`config.mk`:
```
export PLATFORM = sky130hd
export DESIGN_NAME = vrp_xr_mem
export DESIGN_NICKNAME = d
export VERILOG_FILES = /design/src/rtl/vrp_pkg.sv /design/src/rtl/vrp_xr_mem.sv
export SDC_FILE = /design/constraint.sdc
export NUM_CORES = 2
export LEC_CHECK = 0
export BUFFER_PORTS_ARGS = -buffer_cell sky130_fd_sc_hd__buf_2
export CAP_MARGIN = 0
export CORE_MARGIN = 2
export CORE_UTILIZATION = 40
export CTS_CLUSTER_DIAMETER = 120
export DETAILED_ROUTE_END_ITERATION = 6
export PLACE_DENSITY_LB_ADDON = 0.08
export SLEW_MARGIN = 20
export SYNTH_ARGS = -nofsm -noshare
export SYNTH_HDL_FRONTEND = slang
export SYNTH_SLANG_ARGS = --single-unit
```
`constraint.sdc`:
```
create_clock -name clk -period 15.4 [get_ports clk]
set_clock_uncertainty 0.05 [all_clocks]
set_input_delay 4.62 -clock clk [delete_from_list [all_inputs] [get_ports clk]]
set_output_delay 4.62 -clock clk [all_outputs]
set_load 0.03 [all_outputs]
```
`src/rtl/vrp_pkg.sv`:
```
// shared types and constants for the vram register port
package vrp_pkg;

  localparam int XR_DEPTH_DEF   = 256;
  localparam int VRAM_WORDS_DEF = 65536;
  localparam int DATA_W         = 16;

  typedef enum logic [2:0] {
    CMD_RD16  = 3'd0,
    CMD_WR16  = 3'd1,
    CMD_RD_HI = 3'd2,
    CMD_RD_LO = 3'd3,
    CMD_XR_RD = 3'd4,
    CMD_XR_WR = 3'd5
  } cmd_t;

  typedef enum logic [3:0] {
    REG_SYS_CTRL = 4'd0,
    REG_INT_CTRL = 4'd1,
    REG_TIMER    = 4'd2,
    REG_RD_XADDR = 4'd3,
    REG_WR_XADDR = 4'd4,
    REG_XDATA    = 4'd5,
    REG_RD_INCR  = 4'd6,
    REG_RD_ADDR  = 4'd7,
    REG_WR_INCR  = 4'd8,
    REG_WR_ADDR  = 4'd9,
    REG_DATA     = 4'd10,
    REG_DATA_2   = 4'd11,
    REG_PIXEL_X  = 4'd12,
    REG_PIXEL_Y  = 4'd13,
    REG_UART     = 4'd14,
    REG_FEATURE  = 4'd15
  } reg_t;

  typedef enum logic [1:0] {
    ST_OK    = 2'd0,
    ST_WO    = 2'd1,
    ST_UNIMP = 2'd2,
    ST_RO    = 2'd3
  } status_t;

  typedef enum logic [1:0] {
    SRC_VALUE = 2'd0,
    SRC_XR    = 2'd1,
    SRC_VRAM  = 2'd2
  } src_t;

  typedef enum logic [1:0] {
    BM_WORD = 2'd0,
    BM_HI   = 2'd1,
    BM_LO   = 2'd2
  } bmode_t;

  typedef struct packed {
    src_t              src;
    bmode_t            bmode;
    logic [DATA_W-1:0] value;
    status_t           status;
  } res_t;

  typedef struct packed {
    logic              rd_en;
    logic [15:0]       rd_addr;
    logic              wr_en;
    logic [15:0]       wr_addr;
    logic [DATA_W-1:0] wr_data;
  } mem_req_t;

endpackage

```
`src/rtl/vrp_xr_mem.sv`:
```
// extended register store with clearing sweep after reset
module vrp_xr_mem
  import vrp_pkg::*;
#(
  parameter int XR_DEPTH = XR_DEPTH_DEF
) (
  input  logic              clk,
  input  logic              rst,
  input  mem_req_t          req,
  output logic              busy,
  output logic [DATA_W-1:0] rdata
);

  localparam int XA_W = $clog2(XR_DEPTH);

  logic [DATA_W-1:0] mem [XR_DEPTH];
  logic [XA_W-1:0]   clr_addr;
  logic              clearing;
  logic              we;
  logic [XA_W-1:0]   waddr;
  logic [DATA_W-1:0] wdata;

  assign busy  = clearing;
  assign we    = clearing | req.wr_en;
  assign waddr = clearing ? clr_addr : req.wr_addr[XA_W-1:0];
  assign wdata = clearing ? '0 : req.wr_data;

  always_ff @(posedge clk) begin
    if (rst) begin
      clearing <= 1'b1;
      clr_addr <= '0;
    end else if (clearing) begin
      clr_addr <= clr_addr + 1'b1;
      if (clr_addr == XA_W'(XR_DEPTH - 1)) begin
        clearing <= 1'b0;
      end
    end
  end

  always_ff @(posedge clk) begin
    if (we) begin
      mem[waddr] <= wdata;
    end
  end

  always_ff @(posedge clk) begin
    if (req.rd_en) begin
      rdata <= mem[req.rd_addr[XA_W-1:0]];
    end
  end

endmodule

```
==> results.toml <==
[worst_setup_path]
slowest_delay_ps = 710
endpoint_kind = "flip-flop"
crit_chain = "buf_12, buf_4, buf_4, mux4_2, mux2_2, a221oi_1, o31ai_1, o32ai_1, nor4_1"
critPathMostFrequentCell = "buf_4"
required_ps = 15970
start_kind = "input pin"
criticalPathCategory = "in -> reg"
critPathSlowestCell = "o32ai_1"
path_max_fanout = 68
worst-endpoint-arrival_ps = 9540

[place]
place_hpwl_um = 262300
place_inst = 12711
place.gp.congestion = 0.8585
numPortBuffers = 52
placed_area_um2 = 167700

[cells_and_area]
final_cells = 13525
layout_common_cells = "edfxtp_1 (4112), mux4_2 (791), mux2i_1 (619)"
layout_commonest_cell = "edfxtp_1"
nNetsFinal = 7972
areaGrowthSynthToFinish_pct = 14.00
drive_above_1_share = 0.2502
stdcell_area_um2 = 181800
utilization = 0.4586

[drt]
wl_per_cell_um = 33.22
drtIter0Drc = 7939
vias = 78169
antenna_left = 0
post-route-drc-count = 0
vias_per_cell = 5.780
drt_wl_total_um = 449300
drtPass1Iterations = 5

[timing]
tns_ps = 0
finalCritPeriodShare = 0.5827
rsz0062_at_grt = "false"
slew_headroom = 0.09708
finalHoldViolCount = 0
setup_viol = 0
final.min_clock_period_ps = 8974
drv_slew = 0
tightest_slew_ps = 1340
fmax_mhz = 111.4

[global_routing]
grtUsageMet2 = 0.3444
grt-ovfl-total = 0
grt_max_degree = 213
grt_first_pass_wirelength_um = 623700
met1_usage = 0.3150
grt-busiest-layer = "met2"
grtUsageMet3 = 0.03157
antenna_found_initial = 26
grt_pass1_vias = 78572
track_usage = 0.2187

[clocking]
clock_sinks = 4121
clockBufferDepth = 4
worstSkewPairLatency_ps = 990
htreeDepth = 5
cts_resized = 0
cts_made_buffers = 445
postCtsSetupBuffers = 0
cts_tree = "yes"
root_buffer = "clkbuf_16"
postCtsHoldBufs = 0
clk_pin_slew_ps = 60

[floorplanning]
ios = 69
num_rows = 231
die_h_um = 635.5
core_um2 = 396500
initial_core_util = 0.4022
dieWidth_um = 635.5
die_area_um2 = 403800

[hold_path]
hold_path_class = "reg -> reg"

[yosys]
synth-edff-count = 4112
syn_nets = 7507
synth_top_area_share = 0.7741
yosysWarnings = 0
synth_area_um2 = 159500
synthCells = 7454
synth_area_per_cell_um2 = 21.40
yosys.area.top_type = "edfxtp_1"
synthTopCellsByArea = "edfxtp_1 (77%), mux4_2 (11%), mux2i_1 (3.9%), o221ai_1 (1.5%), o22ai_1 (0.66%)"
yosys_most_used_dff = "edfxtp_1"
post_synth_num_cell_types = 53
async_flop_share = 0
ys_seq_area_frac = 0.7752
ys_ff_latch = 4121

[flow_run]
maxCapViolations = 0

[pwr]
power_density_nw_per_um2 = 128.9
finalPower_mw = 23.43
peakVddDrop_v = 0.00009429
p_leak_nw = 58.49

[outcome]
status = "finished clean"
-- registers in the layout (all words and copies together), names as in the netlist --
| name | count |
|---|---|
| rdata | 16 |
| clr_addr | 8 |
| mem | 4096 |
| busy | 1 |
-- power by group --
group          switching (mW)  total, mW  leakage (nW)  internal, mW
clock                    4.35       10.3          6.77          5.94
combinational           0.594      0.958          13.5         0.364
sequential             0.0141       12.2          38.2          12.2
-- Yosys cell counts (21+ instances only) --
| cell | count |
|---|---|
| a21oi_1 | 173 |
| edfxtp_1 | 4112 |
| o22ai_1 | 169 |
| buf_4 | 41 |
| buf_1 | 36 |
| clkbuf_1 | 222 |
| buf_6 | 51 |
| nor2_1 | 279 |
| o32ai_1 | 26 |
| mux4_2 | 791 |
| a22o_1 | 31 |
| nand3_1 | 37 |
| buf_2 | 70 |
| nor4_1 | 24 |
| o21ai_0 | 64 |
| buf_8 | 21 |
| nor3_1 | 93 |
| o221ai_1 | 269 |
| mux2_2 | 49 |
| a211oi_1 | 21 |
| mux2i_1 | 619 |
| nand2_1 | 74 |
-- final cells by class --
type                            count  area [µm²]
Clock inverter                    252        2351
Inverter                           14       65.06
Sequential cell                  4121      123700
Antenna cell                        9       22.52
Clock buffer                      550       11590
Multi-Input combinational cell   2865       33740
Fill cell                       33372      214700
Timing Repair Buffer              472        3860
Tap cell                         5242        6559
-- logic make-up (layout without fill, tap and decap cells) --
kind of cell	count (synthesis)	count (layout)	share of synthesized area
muxes	1459	1459	0.1540
adders and majority gates	1	1	0.00007843
DFF	4121	4121	0.7752
buffers and inverters	468	1288	0.01774
other	0	9	0
xor gates and xnor gates	3	3	0.0001648
and+or+nand+nor	585	585	0.01650
AOI/OAI and AO/OA	817	817	0.03629
-- worst max-delay path, delay by kind of cell --
family / cells / cell delay, ps
buf+inv: 3 / 1810
compound gates: 3 / 1780
mux: 2 / 850
simple gates: 1 / 310
-- path summary, 6_finish.rpt --
kind / cells after the start / endpoint / slack, ps / from
worst max-delay path: 9 / rdata[0] / 6430 / req[33]
worst min-delay path: 2 / clr_addr[7] / 480 / clr_addr[7]
worst max register to register: 6 / mem[113][7] / 10710 / busy
worst min register to register: 2 / clr_addr[7] / 480 / clr_addr[7]
-- through the flow --
step | hold slack, ps | setup slack (ps)
2_1_floorplan | 429.3 | 3139
3_3_place_gp | 473.9 | 5399
3_5_place_dp | 473.3 | 5451
4_1_cts | 482.0 | 6472
5_1_grt | 521.5 | 6318
6_report | 479.1 | 6426
-- metal layers --
metal	routed length, µm	share of wire
met1	198700	0.44
met2	208800	0.46
met3	25590	0.057
met4	16180	0.036
met5	30	0.000067
Power figures use the tool's default switching activity.
