===== config.mk =====
export PLATFORM = sky130hd
export DESIGN_NAME = vrp_out_flat
export DESIGN_NICKNAME = d
export VERILOG_FILES = /design/src/rtl/vrp_pkg.sv /design/src/rtl/vrp_if.sv /design/src/rtl/vrp_out.sv /design/src/flat_wrapper.sv
export SDC_FILE = /design/constraint.sdc
export NUM_CORES = 1
export LEC_CHECK = 0
export BUFFER_PORTS_ARGS = -buffer_cell sky130_fd_sc_hd__buf_2
export CORE_MARGIN = 1
export CORE_UTILIZATION = 35
export DETAILED_ROUTE_END_ITERATION = 6
export PLACE_DENSITY = 0.7
export SLEW_MARGIN = 10
export SYNTH_ARGS = -nofsm -noshare
export SYNTH_HDL_FRONTEND = slang
export SYNTH_SLANG_ARGS = --single-unit

===== constraint.sdc =====
create_clock -name clk -period 1.8 [get_ports clk]
set_clock_uncertainty 0.05 [all_clocks]
set_input_delay 0 -clock clk [delete_from_list [all_inputs] [get_ports clk]]
set_output_delay 0 -clock clk [all_outputs]
set_load 0.01 [all_outputs]

===== src/rtl/vrp_pkg.sv =====
// shared types and constants for the vram register port
package vrp_pkg;

  localparam int XR_DEPTH_DEF   = 256;
  localparam int VRAM_WORDS_DEF = 65536;
  localparam int DATA_W         = 16;

  typedef enum logic [2:0] {
    CMD_RD16  = 3'd0,
    CMD_WR16  = 3'd1,
    CMD_RD_HI = 3'd2,
    CMD_RD_LO = 3'd3,
    CMD_XR_RD = 3'd4,
    CMD_XR_WR = 3'd5
  } cmd_t;

  typedef enum logic [3:0] {
    REG_SYS_CTRL = 4'd0,
    REG_INT_CTRL = 4'd1,
    REG_TIMER    = 4'd2,
    REG_RD_XADDR = 4'd3,
    REG_WR_XADDR = 4'd4,
    REG_XDATA    = 4'd5,
    REG_RD_INCR  = 4'd6,
    REG_RD_ADDR  = 4'd7,
    REG_WR_INCR  = 4'd8,
    REG_WR_ADDR  = 4'd9,
    REG_DATA     = 4'd10,
    REG_DATA_2   = 4'd11,
    REG_PIXEL_X  = 4'd12,
    REG_PIXEL_Y  = 4'd13,
    REG_UART     = 4'd14,
    REG_FEATURE  = 4'd15
  } reg_t;

  typedef enum logic [1:0] {
    ST_OK    = 2'd0,
    ST_WO    = 2'd1,
    ST_UNIMP = 2'd2,
    ST_RO    = 2'd3
  } status_t;

  typedef enum logic [1:0] {
    SRC_VALUE = 2'd0,
    SRC_XR    = 2'd1,
    SRC_VRAM  = 2'd2
  } src_t;

  typedef enum logic [1:0] {
    BM_WORD = 2'd0,
    BM_HI   = 2'd1,
    BM_LO   = 2'd2
  } bmode_t;

  typedef struct packed {
    src_t              src;
    bmode_t            bmode;
    logic [DATA_W-1:0] value;
    status_t           status;
  } res_t;

  typedef struct packed {
    logic              rd_en;
    logic [15:0]       rd_addr;
    logic              wr_en;
    logic [15:0]       wr_addr;
    logic [DATA_W-1:0] wr_data;
  } mem_req_t;

endpackage


===== src/rtl/vrp_if.sv =====


interface vrp_out_if;
  logic        valid;
  logic        ready;
  logic [15:0] read_data;
  logic [1:0]  status;

  modport source (output valid, read_data, status, input ready);
  modport sink (input valid, read_data, status, output ready);
endinterface


===== src/rtl/vrp_out.sv =====
// result register and read data selection
module vrp_out
  import vrp_pkg::*;
(
  input  logic              clk,
  input  logic              rst,
  input  logic              accept,
  input  res_t              res,
  input  logic [DATA_W-1:0] xr_rdata,
  input  logic [DATA_W-1:0] vr_rdata,
  vrp_out_if.source         rsp
);

  res_t              held;
  logic [DATA_W-1:0] word;

  always_ff @(posedge clk) begin
    if (rst) begin
      rsp.valid <= 1'b0;
    end else if (accept) begin
      rsp.valid <= 1'b1;
    end else if (rsp.ready) begin
      rsp.valid <= 1'b0;
    end
  end

  always_ff @(posedge clk) begin
    if (accept) begin
      held <= res;
    end
  end

  always_comb begin
    case (held.src)
      SRC_XR:   word = xr_rdata;
      SRC_VRAM: word = vr_rdata;
      default:  word = held.value;
    endcase
    case (held.bmode)
      BM_HI:   rsp.read_data = {8'h00, word[15:8]};
      BM_LO:   rsp.read_data = {8'h00, word[7:0]};
      default: rsp.read_data = word;
    endcase
  end

  assign rsp.status = held.status;

endmodule

===== src/flat_wrapper.sv =====
// flat-port wrapper written by rule: the top's interface ports become plain ports
module vrp_out_flat import vrp_pkg::*;
  (clk, rst, accept, res, xr_rdata, vr_rdata, rsp_valid, rsp_read_data, rsp_status, rsp_ready);
  vrp_out_if rsp_i ();
  input  logic clk;
  input  logic rst;
  input  logic accept;
  input  res_t res;
  input  logic [DATA_W-1:0] xr_rdata;
  input  logic [DATA_W-1:0] vr_rdata;
  output wire logic [$bits(rsp_i.valid)-1:0] rsp_valid;
  output wire logic [$bits(rsp_i.read_data)-1:0] rsp_read_data;
  output wire logic [$bits(rsp_i.status)-1:0] rsp_status;
  input wire logic [$bits(rsp_i.ready)-1:0] rsp_ready;
  assign rsp_valid = rsp_i.valid;
  assign rsp_read_data = rsp_i.read_data;
  assign rsp_status = rsp_i.status;
  assign rsp_i.ready = rsp_ready;
  vrp_out u_core (.clk(clk), .rst(rst), .accept(accept), .res(res), .xr_rdata(xr_rdata), .vr_rdata(vr_rdata), .rsp(rsp_i));
endmodule

==> metrics <==
result of the run finished, violations left; violations in the final reports setup timing; count of cell types in the netlist 18; MaxCap Viol Count 0; via count of the first global-routing pass 1260; area inside the core boundary 0.00339 mm²; Pint 1.07 mW; cells along the critical path ha_4 -> buf_8 -> buf_8 -> a221oi_4 -> o32ai_2 -> buf_2; total negative slack -0.600 ns; PortBufs 76; largest net degree at the start of global routing 24; clock-pin slew on the worst setup and hold paths 0.12 ns; required time of the critical path 1.75 ns; hold violation count in the final report 0; total I/O pin count 77; Worst IR Drop VDD 0.519 mV; logic gate share of total power 43.9%; slowest stage delay, CP 0.47 ns; number of nets still failing antenna checks after routing 0; post-DR vias/cell 5.14; Worst EP arrival 1.86 ns; overall via count from detail_route 1259; FILL cells 242; register-to-register setup slack 0.61 ns; antenna diode instance count 0; power density cells 717 mW/mm²; Die Area 0.00382 mm²; min setup slack post-route -0.112 ns; Synth Register Bits 23; first-pass GRT wire length 5720 µm; CP endpoint rsp_read_data[7]; Congestion Overflow GR 0; clock insertion delay at the later pin of the skew report 0.30 ns; # rows 21; DPL Wire Length 2560 µm; Worst Max-Slew Pin Slew 0.499 ns; most frequent cells in the layout sky130_fd_sc_hd__buf_2 (76), sky130_fd_sc_hd__dlygate4sd3_1 (24), sky130_fd_sc_hd__edfxtp_1 (22); chip height 61.8 µm; Bufs on Longest Clock Path 2; crit end category output port; total power of the final layout 1.58 mW; startpoint of the most critical setup path u_core.held[21]; layout cell share with drive strength beyond 1 63.3%; number of nets in the layout 262; minimum period implied by the final worst setup slack 1.91 ns; Num CTS Buffers 3; detailed-router iteration count before antenna repair 4; violation count after the first detailed-route iteration 19; total wirelength of the detailed-routed design 4240 µm; pins over their slew limit 0; switching power share of the total 32.6%; static power due to leakage 0.932 nW; crit-path max FO 6; mean cell area of the mapped netlist 12.9 µm²; Netlist Area Pre-Place 0.00125 mm²; global placement routability congestion 0.796; Max Clock Freq 523 MHz; proportion of power drawn by flip-flops and latches 41.4%; Rel. slew slack 66.8%; Worst Setup Path Type reg -> out; sw power 0.516 mW; number of instances in the synthesized netlist 97; DRC viols 0; sequential cell area fraction in the yosys report 54.3%; path depth of the worst reg2reg path 3; antenna violations before repair 0; r2r endpoint u_core.rsp.valid; commonest non-fill, non-tap cell in the layout sky130_fd_sc_hd__buf_2; beginning of the worst register-to-register path u_core.rsp.valid; RSZ-0062 raised after global routing true; Slowest cell on crit path sky130_fd_sc_hd__edfxtp_1; count of endpoints failing setup in the final report 13; Total Routing Usage GR 20.6%; TritonCTS clock tree yes; Area growth syn-to-layout 76.3%; count of synthesis-stage warnings from yosys 0; Initial Utilization 37.0%; most frequent CP cell sky130_fd_sc_hd__buf_8; buffer cell driving the clock tree root sky130_fd_sc_hd__clkbuf_4; H-tree level count 1; portion of the clock cycle consumed by the worst path in the final layout 106%; width of the chip 61.8 µm; wire length per cell 17.3 µm; crit path launch type flop; syn nets 159; type of the most critical hold path in -> reg; CTS sink cnt 23; Clock power frac 14.7%
per-stage QoR:
step | hold WS [ns] | cell area [µm²] | setup slack, ns | util, % | cells
2_1_floorplan | 0.0224 | 1250 | 0.310 | - | 97
3_3_place_gp | 0.107 | 1610 | 0.142 | 47.6 | 210
3_5_place_dp | 0.110 | 1610 | 0.0725 | 47.6 | 210
4_1_cts | 0.138 | 2030 | -0.0515 | 60.0 | 243
5_1_grt | 0.130 | 2210 | -0.171 | 65.2 | 245
6_report | 0.133 | 2210 | -0.112 | 65.2 | 245
cells in the mapped netlist:
| master | instances | share of area [%] |
|---|---|---|
| sky130_fd_sc_hd__edfxtp_1 | 22 | 53 |
| sky130_fd_sc_hd__a221oi_1 | 13 | 9.1 |
| sky130_fd_sc_hd__nor2_1 | 9 | 2.7 |
| sky130_fd_sc_hd__nor3b_1 | 8 | 4.8 |
| sky130_fd_sc_hd__o22ai_1 | 8 | 4.0 |
| sky130_fd_sc_hd__o32ai_1 | 8 | 5.6 |
| sky130_fd_sc_hd__buf_6 | 6 | 5.4 |
| sky130_fd_sc_hd__inv_1 | 5 | 1.5 |
| sky130_fd_sc_hd__ha_1 | 4 | 4.0 |
| sky130_fd_sc_hd__a221oi_2 | 3 | 3.6 |
| sky130_fd_sc_hd__buf_4 | 3 | 1.8 |
| sky130_fd_sc_hd__buf_2 | 2 | 0.80 |
| sky130_fd_sc_hd__a21oi_1 | 1 | 0.40 |
| sky130_fd_sc_hd__buf_1 | 1 | 0.30 |
| sky130_fd_sc_hd__clkbuf_1 | 1 | 0.30 |
| sky130_fd_sc_hd__dfxtp_1 | 1 | 1.6 |
| sky130_fd_sc_hd__inv_2 | 1 | 0.30 |
| sky130_fd_sc_hd__nand2b_4 | 1 | 1.1 |
logic make-up after synthesis:
logic type,after synthesis,share of synthesized area (%)
AOI/OAI and AO/OA,33,22.7
buffers and inverters,19,10.4
DFF,23,54.3
adders and majority gates,4,4.00
and+or+nand+nor,18,8.59
flip-flops by register name, indices dropped and copies added (netlist names):
| signal | cells |
|---|---|
| u_core.held | 20 |
| u_core.rsp.valid | 1 |
| u_core.rsp.status | 2 |
critical path: cells and delay by family, from the launching register on:
kind / cells / cell delay (ns)
flip-flops: 1 / 0.47
adder cells (fa/ha/maj): 1 / 0.28
buffers and inverters: 3 / 0.44
AO/OA/AOI/OAI: 2 / 0.37
how the worst min path moves through the flow:
stage | startpoint | endpoint | cells past startpoint
6_report | accept | u_core.held[18] | 1
5_1_grt | accept | u_core.held[18] | 1
2_1_floorplan | rst | u_core.rsp.valid | 1
4_1_cts | accept | u_core.held[10] | 1
3_5_place_dp | rst | u_core.rsp.valid | 2
3_3_place_gp | rst | u_core.rsp.valid | 2
metal layers:
metal	vias up	part of all wire [%]	track usage, %
li1	600	-	-
met1	602	38	24.4
met2	49	55	35.6
met3	8	5.6	5.18
met4	0	1.5	8.89
met5	-	0	0
final cells by class:
| cell class | count | area [µm²] | area share, % |
|---|---|---|---|
| inverter | 6 | 35.0 | 1.59 |
| timing repair buffer | 111 | 729 | 33.0 |
| multi-input combinational | 55 | 679 | 30.8 |
| sequential | 23 | 681 | 30.8 |
| clock buffer | 4 | 26.3 | 1.19 |
| tap | 46 | 57.6 | 2.61 |
what timing repair did:
| action | CTS | global route |
|---|---|---|
| endpoints found under the setup margin | 16 | 16 |
| hold buffers | 24 | 0 |
| pin swaps | 4 | 10 |
| buffers inserted | 5 | 2 |
| resized for setup | 21 | 31 |
| hold endpoints to repair | 23 | 0 |
power by group through the flow:
stage	sequential, mW	combinational (mW)	clock, mW
finish	0.655	0.695	0.232
CTS	0.648	0.583	0.239
floorplan	0.655	0.292	0
detailed placement	0.660	0.451	0
global placement	0.659	0.442	0
global route	0.658	0.746	0.261
Note: power is estimated with default switching activity, not from simulation.
